$ cat src/rtl/core/lbw_pkg.sv
// Shared constants, types and cosine table function for the breathing generator.
package lbw_pkg;
  localparam int CosTableDepth = 1024;
  localparam int CosIdxW = $clog2(CosTableDepth);
  localparam logic [15:0] PeriodReset = 16'd30000;
  localparam logic [16:0] TriScale = 17'h1FFFE;
  localparam logic [16:0] CieOffset = 17'd2313;
  localparam logic [15:0] CieKnee = 16'd5243;
  localparam logic [63:0] CieK1 = 64'd709551112;
  localparam logic [63:0] CieK2 = 64'd127886581;
  localparam logic [63:0] Q30One = 64'd1073741824;
  localparam logic [63:0] Q30HalfPi = 64'd1686629713;

  typedef struct packed {
    logic        start;
    logic [63:0] num;
    logic [63:0] den;
  } div_req_t;

  typedef struct packed {
    logic        done;
    logic [63:0] quo;
  } div_rsp_t;

  function automatic logic [63:0] horner(input logic [63:0] x2, input logic sel);
    logic [63:0] t;
    logic [63:0] p;
    logic [63:0] m;
    t = Q30One;
    for (int k = 0; k < 6; k++) begin
      m = (x2 * t) >> 30;
      case (k)
        0: p = sel ? m / 64'd156 : m / 64'd132;
        1: p = sel ? m / 64'd110 : m / 64'd90;
        2: p = sel ? m / 64'd72 : m / 64'd56;
        3: p = sel ? m / 64'd42 : m / 64'd30;
        4: p = sel ? m / 64'd20 : m / 64'd12;
        default: p = sel ? m / 64'd6 : m >> 1;
      endcase
      t = (p >= Q30One) ? 64'd0 : (Q30One - p);
    end
    return t;
  endfunction

  function automatic logic [15:0] cos_entry(input logic [CosIdxW-1:0] i);
    logic [63:0] q;
    logic [63:0] quad;
    logic [63:0] x;
    logic [63:0] x2;
    logic [63:0] c;
    logic [63:0] s;
    logic [63:0] m;
    logic [63:0] r;
    logic [63:0] v;
    q = 64'(i) * 64'd4;
    quad = (q / CosTableDepth) & 64'd3;
    x = ((q % CosTableDepth) * Q30HalfPi) / CosTableDepth;
    x2 = (x * x) >> 30;
    c = horner(x2, 1'b0);
    s = (x * horner(x2, 1'b1)) >> 30;
    m = (quad == 64'd0 || quad == 64'd2) ? c : s;
    if (m > Q30One) m = Q30One;
    r = (quad == 64'd1 || quad == 64'd2) ? (Q30One + m) : (Q30One - m);
    v = (r * 64'd65535) >> 31;
    return (v > 64'd65535) ? 16'hFFFF : v[15:0];
  endfunction
endpackage

$ cat src/rtl/core/lbw_serial_div.sv
// Bit-serial restoring divider, one quotient bit per cycle.
module lbw_serial_div (
  input  logic              clk,
  input  logic              rst,
  input  lbw_pkg::div_req_t req,
  output lbw_pkg::div_rsp_t rsp
);
  import lbw_pkg::*;
  logic [63:0] rem;
  logic [63:0] quo;
  logic [63:0] den;
  logic [6:0]  cnt;
  logic        busy;
  logic        done;
  logic [64:0] trial;
  assign trial = {rem, quo[63]} - {1'b0, den};
  always_ff @(posedge clk) begin
    if (rst) begin
      busy <= 1'b0;
      done <= 1'b0;
    end else begin
      done <= 1'b0;
      if (req.start) begin
        busy <= 1'b1;
        rem <= '0;
        quo <= req.num;
        den <= req.den;
        cnt <= 7'd0;
      end else if (busy) begin
        if (!trial[64]) begin
          rem <= trial[63:0];
          quo <= {quo[62:0], 1'b1};
        end else begin
          rem <= {rem[62:0], quo[63]};
          quo <= {quo[62:0], 1'b0};
        end
        cnt <= cnt + 7'd1;
        if (cnt == 7'd63) begin
          busy <= 1'b0;
          done <= 1'b1;
        end
      end
    end
  end
  assign rsp = {done, quo};
endmodule

$ cat config.mk
export PLATFORM = sky130hd
export DESIGN_NAME = lbw_serial_div
export DESIGN_NICKNAME = d
export VERILOG_FILES = /design/src/rtl/core/lbw_pkg.sv /design/src/rtl/core/lbw_serial_div.sv
export SDC_FILE = /design/constraint.sdc
export NUM_CORES = 1
export LEC_CHECK = 0
export BUFFER_PORTS_ARGS = -buffer_cell sky130_fd_sc_hd__buf_4
export CAP_MARGIN = 20
export CORE_MARGIN = 2
export CORE_UTILIZATION = 45
export DETAILED_ROUTE_END_ITERATION = 8
export PLACE_DENSITY = 0.66
export SYNTH_ARGS = -nofsm -noshare
export SYNTH_HDL_FRONTEND = slang
export SYNTH_SLANG_ARGS = --single-unit
$ cat constraint.sdc
create_clock -name clk -period 18.05 [get_ports clk]
set_input_delay 3.61 -clock clk [delete_from_list [all_inputs] [get_ports clk]]
set_output_delay 3.61 -clock clk [all_outputs]
set_load 0.005 [all_outputs]
==> impl_metrics.csv <==
group,metric,value,unit
placement,dp_hpwl,21440,µm
logic_synthesis,synth_top_area_cell,"edfxtp_1",
power_and_ir_drop,power_density,99.41,mW/mm²
sta,hold_viol,0,
setup_path,reg2reg_slack,13080,ps
logic_synthesis,syn_inst,1158,
clock_tree,cts_sinks,201,
power_and_ir_drop,power.share.combinational,0.231,
logic_synthesis,synthFlopType,"edfxtp_1",
global_route,gr-total-overflow,0,
placement,io_buffers,195,
cells_and_area,nets,1531,
cells_and_area,syn2layout_area_growth,21.83,%
floorplanning,die_w,167.0,µm
clock_tree,cts_hold_buf,0,
power_and_ir_drop,pwr-share-clk,0.370,
setup_path,timing.rr.end,"rem[43]$_SDFFCE_PP0P_",
clock_tree,cts_buffers,23,
logic_synthesis,synth_top_area_frac,0.4998,
floorplanning,initial_core_util,0.4588,
global_route,grt_first_pass_wirelength,48330,µm
power_and_ir_drop,p_int,1.042,mW
setup_path,cp_max_fo,60,
setup_path,r2r_cells,13,
logic_synthesis,yosys_warnings,0,
cells_and_area,n_fill_cell,2294,
logic_synthesis,syn_avg_cell_area,10.32,µm²
sta,slew_viol_final,0,
clock_tree,cts_tree,"yes",
route,drt-initial-drc-count,597,
route,vias,9482,
power_and_ir_drop,power,1.448,mW
clock_tree,cts-resized-gates,0,
logic_synthesis,yosysMostFrequentCell,"edfxtp_1",
logic_synthesis,synth_async_sr_flop_share,0,
placement,placed_cells,1644,
sta,max_slew.worst_pin.slew,1068,ps
clock_tree,post_cts_buffers,0,
worst_hold_path,holdCritStartpoint,"busy$_SDFF_PP0_",
route,vias_per_cell,5.627,
status,status,"finished, final reports clean",
global_route,grt_antenna_before_repair,0,
setup_path,crit_arrival,6580,ps
route,drt-total-wl,29990,µm
run,drv_cap,0,
route,first_pass_iters,5,
logic_synthesis,synth.distinct_cells,65,
floorplanning,core-area,0.02606,mm²
sta,fin_tns_setup,0,ps
setup_path,cp-end-kind,"flop",
cells_and_area,multi_input_area,0.005429,mm²
power_and_ir_drop,ir_drop,0.08145,mV
logic_synthesis,synth_edf_count,199,
setup_path,reg2reg_from,"quo[63]$_DFFE_PP_",
cells_and_area,stdcell_count,1685,
cells_and_area,diodes,0,
global_route,grt_use_total,0.2112,
sta,fin_crit_sh,0.3570,
clock_tree,cts.htree.levels,1,
floorplanning,fp.dieH,167.0,µm
sta,final.min_clock_period,6444,ps
clock_tree,clk_latency,520,ps
floorplanning,num_rows,59,
cells_and_area,ff_latch_area,0.006016,mm²
setup_path,required,18190,ps
worst_hold_path,hold_path_class,"flop to flop",
sta,rsz0062_at_grt,"false",
logic_synthesis,synth_nets,1355,
logic_synthesis,ys_seq_area_frac,0.5032,
logic_synthesis,synth_area,0.01196,mm²
clock_tree,root_buffer,"clkbuf_16",
route,post_drt_wl_per_cell,17.80,µm
setup_path,criticalPathCategory,"input port to flop",
placement,pre_cts_ws,11030,ps
route,drtAntennaViolNets,0,
sta,fin_skew,15.34,ps
cells_and_area,drive_gt1_frac,0.2319,
sta,worst_slack,11610,ps
logic_synthesis,yosys-top-cells-area,"edfxtp_1 (50%), ha_1 (6.8%), mux2_2 (6.0%), a21oi_1 (5.8%), nand2_1 (4.9%)",
sta,setup_viol,0,
placement,gp_congestion,0.8773,
power_and_ir_drop,p_sw_frac,0.2804,
floorplanning,io_pins,196,
worst_hold_path,hold_depth,1,
clock_tree,clk_pin_slew_worst_paths,60,ps
power_and_ir_drop,p_seq_frac,0.400,
route,drc_errors,0,
logic_synthesis,synthTopCellsByCount,"edfxtp_1 (199), nand2_1 (156), a21oi_1 (139), inv_1 (86), ha_1 (65)",
power_and_ir_drop,p_sw,0.4060,mW
sta,fmax,155.2,MHz
logic_synthesis,ys_ff_latch,201,
global_route,grt_start_max_net_pins,77,
power_and_ir_drop,leakage,5.984,nW
clock_tree,clockBufferDepth,3,
floorplanning,die_area,0.02789,mm²
sta,relSlewSlack,0.2829,
worst_hold_path,holdPathEnd,"done$_SDFF_PP0_",
setup_path,start_kind,"input port",
global_route,grt_pass1_vias,9498,
state kept, by name, indices dropped and copies added, names as in the netlist:
name	flops
busy	1
cnt	7
den	64
done	1
quo	64
rem	64
area by class of cell:
| type | count | share of cell area |
|---|---|---|
| clock inverters | 14 | 0.01727 |
| multi-input cells | 820 | 0.3727 |
| clock buffers | 27 | 0.04192 |
| inverters | 86 | 0.02216 |
| well taps | 335 | 0.02878 |
| flip-flops and latches | 201 | 0.4130 |
| repair buffers | 202 | 0.1041 |
through the flow:
step	area [µm²]	util	hold WS, ps
CTS	14570	0.5589	494.4
floorplan	11960	-	458.3
global route	14570	0.5589	495.8
finish	14570	0.5589	484.2
global placement	13700	0.5259	495.4
detailed placement	13700	0.5259	489.8
how the worst max path moves through the flow:
stage / endpoint / depth (start not counted) / from
finish: quo[37]$_DFFE_PP_ / 5 / req[128]
global route: quo[41]$_DFFE_PP_ / 5 / req[128]
CTS: quo[41]$_DFFE_PP_ / 5 / req[128]
detailed placement: quo[53]$_DFFE_PP_ / 5 / req[128]
global placement: quo[53]$_DFFE_PP_ / 5 / req[128]
floorplan: cnt[0]$_SDFFCE_PP0P_ / 4 / req[128]
power by group through the flow:
| stage | clock network [mW] | logic, mW | registers [mW] |
|---|---|---|---|
| after floorplan | 0 | 0.235 | 0.586 |
| after global placement | 0 | 0.327 | 0.588 |
| after detailed placement | 0 | 0.331 | 0.588 |
| after CTS | 0.545 | 0.333 | 0.579 |
| after global routing | 0.562 | 0.373 | 0.583 |
| final | 0.535 | 0.334 | 0.579 |
critical path: stages:
cell and delay (ps):
buf_4 580, nor2_1 180, nor2_4 680, buf_4 710
buf_4 710
placed cells by master (no fill, tap or decap), types with 6 or more instances in the layout:
cell / count
ha_1: 65
nand4_1: 21
nand3b_1: 13
a21oi_1: 139
o21bai_1: 17
nor2_1: 51
nand3_1: 23
a21o_1: 27
mux2_2: 64
o21ai_1: 6
nor3_1: 25
clkbuf_16: 23
a211oi_1: 7
nand2b_1: 8
buf_4: 202
a221o_1: 7
nor4_1: 6
o21ai_0: 45
edfxtp_1: 199
bufinv_16: 7
xor2_1: 20
xnor2_1: 20
inv_1: 86
o21a_1: 8
or3_1: 11
nand2_1: 156
o211ai_1: 8
per-layer routing:
| metal | wire (µm) | GRT usage | vias up |
|---|---|---|---|
| met5 | 0 | 0 | - |
| met4 | 575 | 0.05135 | 0 |
| met3 | 2517 | 0.05989 | 43 |
| met2 | 13820 | 0.3489 | 326 |
| met1 | 13070 | 0.2753 | 4482 |
| li1 | - | - | 4631 |
cells by family (layout without fill, tap and decap cells):
group | count (synthesis) | in the layout | synth area share
compound gates | 307 | 307 | 0.1575
flops | 201 | 201 | 0.5032
simple gates | 342 | 342 | 0.1344
mux | 65 | 65 | 0.06112
fa+ha+maj | 66 | 66 | 0.06970
xor+xnor | 40 | 40 | 0.02930
buf+inv | 137 | 329 | 0.04479
Power figures use the tool's default switching activity.
