[config.mk]
export PLATFORM = sky130hd
export DESIGN_NAME = lbw_serial_mul
export DESIGN_NICKNAME = d
export VERILOG_FILES = /design/src/rtl/core/lbw_serial_mul.sv
export SDC_FILE = /design/constraint.sdc
export NUM_CORES = 1
export LEC_CHECK = 0
export ABC_AREA = 1
export BUFFER_PORTS_ARGS = -buffer_cell sky130_fd_sc_hd__buf_2
export CAP_MARGIN = 20
export CORE_MARGIN = 1
export CORE_UTILIZATION = 50
export CTS_BUF_LIST = sky130_fd_sc_hd__clkbuf_8 sky130_fd_sc_hd__clkbuf_16
export DETAILED_ROUTE_END_ITERATION = 16
export GPL_TIMING_DRIVEN = 1
export PLACE_DENSITY = 0.71
export SLEW_MARGIN = 25
export SYNTH_ARGS = -nofsm -noshare
export SYNTH_HDL_FRONTEND = slang
export SYNTH_SLANG_ARGS = --single-unit
[constraint.sdc]
create_clock -name clk -period 15.3 [get_ports clk]
set_clock_uncertainty 0.2 [all_clocks]
set_input_delay 4.59 -clock clk [delete_from_list [all_inputs] [get_ports clk]]
set_output_delay 4.59 -clock clk [all_outputs]
set_load 0.02 [all_outputs]
[src/rtl/core/lbw_serial_mul.sv]
// Shift-add multiplier, one multiplier bit per cycle.
module lbw_serial_mul (
  input  logic        clk,
  input  logic        rst,
  input  logic        start,
  input  logic [63:0] a,
  input  logic [63:0] b,
  output logic        done,
  output logic [63:0] prod
);
  logic [63:0] mcand;
  logic [63:0] mplier;
  logic [6:0]  cnt;
  logic        busy;
  always_ff @(posedge clk) begin
    if (rst) begin
      busy <= 1'b0;
      done <= 1'b0;
    end else begin
      done <= 1'b0;
      if (start) begin
        busy <= 1'b1;
        mcand <= a;
        mplier <= b;
        prod <= '0;
        cnt <= 7'd0;
      end else if (busy) begin
        if (mplier[0]) prod <= prod + mcand;
        mcand <= {mcand[62:0], 1'b0};
        mplier <= {1'b0, mplier[63:1]};
        cnt <= cnt + 7'd1;
        if (cnt == 7'd63) begin
          busy <= 1'b0;
          done <= 1'b1;
        end
      end
    end
  end
endmodule

==> results of run 1 <==
## area by class of cell
class | count | share of cell area [%]
repair buffers | 200 | 6.39
clock buffers | 23 | 3.61
flip-flops and latches | 201 | 37.7
inverters | 327 | 7.71
clock inverters | 18 | 0.690
multi-input cells | 1429 | 41.0
well taps | 372 | 2.92
## cell usage in the layout, fill, tap and decap left out, types with 6 or more instances in the layout
master,Yosys,routed
sky130_fd_sc_hd__nand2_1,933,933
sky130_fd_sc_hd__inv_1,323,330
sky130_fd_sc_hd__edfxtp_1,199,199
sky130_fd_sc_hd__buf_2,2,194
sky130_fd_sc_hd__nor2_1,131,131
sky130_fd_sc_hd__a21oi_1,97,96
sky130_fd_sc_hd__ha_1,64,64
sky130_fd_sc_hd__nand3_1,55,55
sky130_fd_sc_hd__o21ai_0,33,33
sky130_fd_sc_hd__nand2_2,28,28
sky130_fd_sc_hd__clkbuf_16,0,23
sky130_fd_sc_hd__nor2_2,15,15
sky130_fd_sc_hd__nand4_1,13,13
sky130_fd_sc_hd__nor3_1,13,13
sky130_fd_sc_hd__nand3_2,11,11
sky130_fd_sc_hd__and2_1,7,7
sky130_fd_sc_hd__clkinv_1,2,6
sky130_fd_sc_hd__o21bai_1,6,6
## through the flow
step,hold slack (ns),instances
after detailed placement,0.297,2529
after global routing,0.330,2570
final,0.311,2570
after floorplan,0.222,1993
after CTS,0.311,2570
after global placement,0.293,2529
## power breakdown
part           total, mW  internal, mW  switching (mW)
registers          0.680         0.660          0.0194
clock network      0.510         0.289           0.222
logic              0.409         0.128           0.281
total               1.60          1.08           0.522
## synth_stat cells (all sizes together)
cell type	count
nor2	149
edfxtp	199
nand2	961
xnor2	1
nand3	66
buf	7
o21a	3
dfxtp	2
a21oi	100
o21bai	6
or2	1
and2	8
clkinv	2
nor4	5
clkbuf	29
nand4	13
nor3	13
fa	1
o21ai	33
ha	64
inv	325
and3	5
## worst register-to-register path, delay by kind of cell, from the launching register on
family / cells / cell delay [ns]
fa+ha+maj: 1 / 0.38
flops: 1 / 0.39
simple gates: 10 / 1.64
## path summary, 6_finish.rpt
path                      to  slack [ns]       start
setup / recovery   mcand[30]        7.92       start
hold / removal    mplier[62]        0.31  mplier[63]
setup reg to reg    prod[50]       12.46     prod[9]
hold reg to reg   mplier[62]        0.31  mplier[63]
## logic make-up after synthesis
family,Yosys count
XOR/XNOR,1
adder cells (fa/ha/maj),65
AND/OR/NAND/NOR,1221
flip-flops,201
AO/OA/AOI/OAI,142
buffers and inverters,363
## sequential cells by signal, summed over array words and instances, names as in the netlist
name    count
prod       64
mcand      64
mplier     64
cnt         7
busy        1
done        1
## layer usage
| layer | global-route usage [%] | up-vias | part of all wire [%] |
|---|---|---|---|
| li1 | - | 6583 | - |
| met2 | 43.3 | 428 | 43 |
| met4 | 7.51 | 0 | 2.7 |
| met5 | 0 | - | 0 |
| met3 | 5.47 | 54 | 7.5 |
| met1 | 38.5 | 5690 | 47 |
==> results.cfg, run 1 <==
[synthesis]
synth-compound-area-share_pct = 5.35
post-synth-top-area-fraction_pct = 43.0
post_syn_nets = 2189
yosysWarningCount = 0
synthAdderAreaFrac_pct = 5.90
post_synth_xor_area_fraction_pct = 0.0630
yosys_register_bits = 201
syn_inst = 1993
synth-simple-area-share_pct = 35.6
netlist-cell-type-count = 31
sequential_element_share_of_the_synthesized_area_pct = 43.3
synth_top_area_cell = sky130_fd_sc_hd__edfxtp_1
synth_area_leaders = sky130_fd_sc_hd__edfxtp_1, sky130_fd_sc_hd__nand2_1, sky130_fd_sc_hd__inv_1
syn_avg_cell_area_sq_um = 6.98
synth_top_family_by_area = simple AND/OR/NAND/NOR gates
syn_area_sq_um = 13900
synth.area.mux_share_pct = 0

[power_and_ir_drop]
ir_worst_vdd_mv = 0.0828
power.total_mw = 1.60
cellLeakagePower_nw = 8.62
cellPowerDensity_nw_per_um2 = 100

[routing]
drt_first_iter_violations = 1020
route.detailed.vias_per_inst = 4.96
wl_per_cell_microns = 15.2
detail_route.first_pass.iterations = 5
vias = 12800
postRouteWirelength_microns = 39000
antenna_left = 0
drc_errors = 0

[sta]
hold_viol = 0
layout_worst_path_cycle_share_pct = 48.2
final-max-slew-violation-count = 0
rsz0062_at_grt = false
setup_total_negative_slack_ns = 0
tightest_slew_ns = 0.950
setup_viol = 0
layout_setup_ws_ns = 7.92
fin_crit_ns = 7.38
slew_headroom_pct = 36.7
max_clock_freq_ghz = 0.136

[grt]
grt_pass1_vias = 11900
antenna_found_initial = 0
grt_first_pass_wirelength_microns = 61300
grt_start_max_net_pins = 129
global_route.overflow_total = 0
global_route.usage.total_pct = 27.5

[critical_path]
cp_max_fo = 71
top_family_by_delay_on_critical_path = buffers and inverters
crit_path_start_kind = primary input
critical-path-top-cell-by-count = sky130_fd_sc_hd__buf_4
worstPathBufferInverterCount = 4
slowest_stage = sky130_fd_sc_hd__buf_4
worstSetupEndpointType = flip-flop
cp_data_required_time_ns = 15.24
crit_path_cell_trace = buf_4, inv_4, a21oi_4, buf_4, buf_4
crit_arrival_ns = 7.32
setup.worst_path.class = primary input to flip-flop
timing.critical_path.slowest_cell_delay_ns = 0.84
crit_path_cell_count = 5
reg2reg_depth = 11

[floorplan]
die_area_sq_um = 28500
num_io_pins = 196
num_rows = 60
die-height_microns = 169
core-area_sq_um = 27100
initial_utilization_pct = 51.3
fp.dieW_microns = 169

[cts]
postCtsHoldBufs = 0
cts_sinks = 201
cts.path.max_buffers = 3
cts.repair_timing.setup_buffer_count = 0
h-tree-depth = 1
cts_tree = built
tritoncts.num_buffers = 23
clock_tree_root_driver_cell = sky130_fd_sc_hd__clkbuf_16
clkLatencyLatePin_ns = 0.52
worst_path_clk_slew_ns = 0.06
cts.repair.resized = 0

[final_layout]
fillCellCount = 2634
seqCellArea_sq_um = 6020
num-nets-final = 2378
synthToLayoutAreaGrowth_pct = 14.7
final_area_sq_um = 16000
insertedDiodeCount = 0
multiInputGateArea_sq_um = 6530
utilization_pct = 58.9
drive_above_1_share_pct = 13.4

[place]
dpl_worst_slack_ns = 7.34
io_buffers = 195
dp_hpwl_microns = 30000
gp_congestion = 0.979
post_dp_cell_area_sq_um = 15300

[flow_run]
drv_cap = 0

[hold_path]
timing.hold.worst.class = flip-flop to flip-flop
hold_depth = 2

[outcome]
status = completed
(Power assumes the default switching activity.)
==> run 2: changes to the inputs <==
clock period = 7.15 ns   (was 15.3 ns; I/O delays follow)
==> results.cfg, run 2 (synthesis results as in run 1) <==
[final_layout]
num-nets-final = 2379
drive_above_1_share_pct = 13.7
final_common_cell = sky130_fd_sc_hd__nand2_1
synthToLayoutAreaGrowth_pct = 15.4
stdcell_count = 2573
mostFrequentLayoutCells = sky130_fd_sc_hd__nand2_1, sky130_fd_sc_hd__inv_1, sky130_fd_sc_hd__edfxtp_1
registers_with_the_highest_flip_flop_counts = mcand (64), mplier (64), prod (64)
insertedDiodeCount = 0

[power_and_ir_drop]
cellPowerDensity_nw_per_um2 = 220
clock_power_share_pct = 34.2
combinational_group_share_of_total_power_pct = 24.6
switching_share_pct = 32.7
cellLeakagePower_nw = 8.64
ir_worst_vdd_mv = 0.177
power.share.sequential_pct = 41.3
internal_power_mw = 2.38
netSwitchingPower_mw = 1.15

[critical_path]
setup.worst_path.class = primary input to flip-flop
crit_path_start_kind = primary input
crit-reg2reg-launch = prod[51]
worst-r2r-setup-slack_ns = 4.22
slowest_stage = sky130_fd_sc_hd__buf_12
cp_data_required_time_ns = 7.12
crit_arrival_ns = 4.07
crit_path_cell_trace = buf_4, inv_6, a21oi_4, buf_12
setup.worst_path.start = start
timing.critical_path.slowest_cell_delay_ns = 0.55
crit_path_end = mcand[30]
reg2reg_depth = 11
cp_max_fo = 136
worstSetupEndpointType = flip-flop
r2r_end = prod[56]

[outcome]
status = completed

[floorplan]
num_rows = 60
initial_utilization_pct = 51.3
num_io_pins = 196
core-area_sq_um = 27100
die-height_microns = 169
fp.dieW_microns = 169
die_area_sq_um = 28500

[sta]
hold_viol = 0
tightest_slew_ns = 0.863
setup_viol = 0
fin_crit_ns = 4.11
setup_total_negative_slack_ns = 0
final-max-slew-violation-count = 0
slew_headroom_pct = 42.4
layout_worst_path_cycle_share_pct = 57.5
max_clock_freq_ghz = 0.243
rsz0062_at_grt = false

[cts]
cts.repair.resized = 0
cts.path.max_buffers = 3
tritoncts.num_buffers = 24
postCtsHoldBufs = 0
cts_tree = built
clkLatencyLatePin_ns = 0.55
h-tree-depth = 1
worst_path_clk_slew_ns = 0.06
cts.repair_timing.setup_buffer_count = 0
clock_tree_root_driver_cell = sky130_fd_sc_hd__clkbuf_16
cts_sinks = 201

[routing]
postRouteWirelength_microns = 38500
wl_per_cell_microns = 15.0
vias = 12700
detail_route.first_pass.iterations = 6
drc_errors = 0
drt_first_iter_violations = 825
route.detailed.vias_per_inst = 4.95
antenna_left = 0

[grt]
global_route.overflow_total = 0
grt_first_pass_wirelength_microns = 61000
global_route.usage.total_pct = 27.2
grt_start_max_net_pins = 137
antenna_found_initial = 0
grt_pass1_vias = 11800

[place]
dp_hpwl_microns = 29400
io_buffers = 195
gp_congestion = 0.992
dpl.cell_count = 2529

[flow_run]
drv_cap = 0

[hold_path]
timing.hold.worst.class = flip-flop to flip-flop
run 2: final cells by class:
cell class | count | area [sq um]
sequential | 201 | 6020
fill | 2624 | 11000
clock buffer | 24 | 601
tap | 372 | 465
timing repair buffer | 200 | 1030
clock inverter | 20 | 178
inverter | 327 | 1230
multi-input combinational | 1429 | 6530
run 2: critical path, delay by kind of cell:
kind	cells	cell delay (ns)
compound gates	1	0.28
buf+inv	3	1.47
run 2: routing by layer:
layer	GRT usage (%)	up-vias	part of all wire [%]
met4	6.64	0	2.5
met3	4.09	48	6.4
met5	0	-	0
met2	43.6	415	44
met1	38.5	5699	47
li1	-	6581	-
run 2: how the worst min path moves through the flow:
stage                          start    endpoint  slack (ns)  cells past startpoint
final                     mplier[45]  mplier[44]        0.31                      2
after global routing      mplier[12]  mplier[11]        0.33                      2
after CTS                 mplier[45]  mplier[44]        0.31                      2
after detailed placement  mplier[45]  mplier[44]        0.30                      2
after global placement    mplier[49]  mplier[48]        0.29                      2
after floorplan                 busy        done        0.28                      2
run 2: power by group through the flow:
stage | logic [mW] | registers (mW) | clock network (mW)
2_1_floorplan | 0.566 | 1.50 | 0
3_3_place_gp | 0.846 | 1.48 | 0
3_5_place_dp | 0.859 | 1.48 | 0
4_1_cts | 0.863 | 1.46 | 1.23
5_1_grt | 0.975 | 1.47 | 1.26
6_report | 0.867 | 1.46 | 1.21
run 2: through the flow:
| step | hold WS (ns) | utilization [%] | instance area (sq um) | power, mW | setup WS (ns) |
|---|---|---|---|---|---|
| 2_1_floorplan | 0.281 | - | 13900 | 2.07 | 0.166 |
| 3_3_place_gp | 0.293 | 56.4 | 15300 | 2.33 | 2.29 |
| 3_5_place_dp | 0.300 | 56.4 | 15300 | 2.34 | 2.26 |
| 4_1_cts | 0.313 | 59.2 | 16100 | 3.55 | 2.81 |
| 5_1_grt | 0.326 | 59.2 | 16100 | 3.70 | 2.81 |
| 6_report | 0.311 | 59.2 | 16100 | 3.53 | 3.04 |
==> run 3: changes to the inputs <==
clock period = 4.2 ns   (was 7.15 ns; I/O delays follow)
==> results.cfg, run 3 (synthesis results as in run 1) <==
[sta]
layout_worst_path_cycle_share_pct = 66.2
rsz0062_at_grt = false
hold_viol = 0
max_clock_freq_ghz = 0.359
setup_total_negative_slack_ns = 0
slew_headroom_pct = 44.4
tightest_slew_ns = 0.834
final-max-slew-violation-count = 0
layout_setup_ws_ns = 1.42
hold_ws_ns = 0.311
setup_viol = 0
fin_crit_ns = 2.78

[floorplan]
core-area_sq_um = 27100
die-height_microns = 169
die_area_sq_um = 28500
num_io_pins = 196
initial_utilization_pct = 51.3
fp.dieW_microns = 169
num_rows = 60

[critical_path]
worst-r2r-setup-slack_ns = 1.42
crit_arrival_ns = 2.95
setup.worst_path.class = flip-flop to flip-flop
crit-reg2reg-launch = mcand[0]
reg2reg_depth = 11
crit_path_start_kind = flip-flop
worstSetupEndpointType = flip-flop
cp_data_required_time_ns = 4.37
r2r_end = prod[52]
cp_max_fo = 4

[final_layout]
synthToLayoutAreaGrowth_pct = 16.0
drive_above_1_share_pct = 13.6
fillCellCount = 2647
final_common_cell = sky130_fd_sc_hd__nand2_1
final_area_sq_um = 16100
registers_with_the_highest_flip_flop_counts = mcand (64), mplier (64), prod (64)
mostFrequentLayoutCells = sky130_fd_sc_hd__nand2_1, sky130_fd_sc_hd__inv_1, sky130_fd_sc_hd__edfxtp_1
num-nets-final = 2378
insertedDiodeCount = 0

[cts]
cts.repair_timing.setup_buffer_count = 0
cts.repair.resized = 0
cts_tree = built
worst_path_clk_slew_ns = 0.06
tritoncts.num_buffers = 23
cts.path.max_buffers = 3
h-tree-depth = 1
cts_sinks = 201
clock_tree_root_driver_cell = sky130_fd_sc_hd__clkbuf_16
clkLatencyLatePin_ns = 0.54
postCtsHoldBufs = 0

[place]
post_dp_cell_area_sq_um = 15300
dpl_worst_slack_ns = 0.906
io_buffers = 195
gp_congestion = 0.963
dp_hpwl_microns = 30100

[routing]
postRouteWirelength_microns = 39000
wl_per_cell_microns = 15.2
antenna_left = 0
vias = 12600
drt_first_iter_violations = 995
detail_route.first_pass.iterations = 5
route.detailed.vias_per_inst = 4.92
drc_errors = 0

[grt]
grt_start_max_net_pins = 137
antenna_found_initial = 0
gr-usage-met3_pct = 4.84
global_route.usage.total_pct = 28.2
busiest_layer = met2
use_met1_pct = 38.0
met2_usage_pct = 46.7
grt_pass1_vias = 12400
grt_first_pass_wirelength_microns = 63500
global_route.overflow_total = 0

[power_and_ir_drop]
switching_share_pct = 31.1
clock_power_share_pct = 35.7
netSwitchingPower_mw = 1.92
cellLeakagePower_nw = 8.69
power.share.sequential_pct = 40.3
combinational_group_share_of_total_power_pct = 24.0
ir_worst_vdd_mv = 0.509
internal_power_mw = 4.24
cellPowerDensity_nw_per_um2 = 382

[hold_path]
min-delay-start = mplier[32]
min_to = mplier[31]
hold_depth = 2
timing.hold.worst.class = flip-flop to flip-flop

[flow_run]
drv_cap = 0

[outcome]
status = completed
-- run 3: per-stage QoR --
stage | std cells | util [%] | total power [mW]
floorplan | 1993 | - | 3.53
global placement | 2529 | 56.5 | 3.97
detailed placement | 2529 | 56.5 | 3.99
CTS | 2570 | 59.5 | 6.19
global route | 2570 | 59.5 | 6.47
finish | 2570 | 59.5 | 6.16
-- run 3: cell type report --
type / count / area, sq um / area share (%)
Clock buffer: 23 / 576 / 3.57
Multi-Input combinational cell: 1429 / 6530 / 40.5
Inverter: 327 / 1230 / 7.66
Sequential cell: 201 / 6020 / 37.3
Tap cell: 372 / 465 / 2.89
Timing Repair Buffer: 200 / 1050 / 6.53
Clock inverter: 18 / 245 / 1.52
-- run 3: power by group through the flow --
stage          clock network (mW)  logic [mW]  registers [mW]
6_report                     2.20        1.48            2.48
5_1_grt                      2.29        1.68            2.49
4_1_cts                      2.23        1.48            2.48
3_5_place_dp                    0        1.47            2.52
3_3_place_gp                    0        1.45            2.52
2_1_floorplan                   0       0.966            2.56
-- run 3: worst max path at each step --
stage	from	endpoint	cells past startpoint
after floorplan	start	prod[0]	4
after global placement	start	cnt[1]	4
after detailed placement	start	cnt[1]	4
after CTS	start	mplier[34]	5
after global routing	mcand[0]	prod[56]	12
final	mcand[0]	prod[52]	11
-- run 3: routing by layer --
| layer | routed length [microns] | vias up |
|---|---|---|
| met5 | 0 | - |
| met4 | 1100 | 0 |
| met3 | 2770 | 53 |
| met2 | 17500 | 387 |
| met1 | 17600 | 5617 |
| li1 | - | 6585 |
-- run 3: worst max-delay path, stage by stage (launching register included) --
cell	delay (ns)
sky130_fd_sc_hd__edfxtp_1	0.42
sky130_fd_sc_hd__ha_1	0.25
sky130_fd_sc_hd__fa_1	0.45
sky130_fd_sc_hd__nand2_1	0.13
sky130_fd_sc_hd__nand3_1	0.09
sky130_fd_sc_hd__and2_1	0.21
sky130_fd_sc_hd__nand2_1	0.11
sky130_fd_sc_hd__nand3_2	0.19
sky130_fd_sc_hd__nand2_1	0.20
sky130_fd_sc_hd__nand3_1	0.08
sky130_fd_sc_hd__and2_1	0.14
sky130_fd_sc_hd__nor2_1	0.15
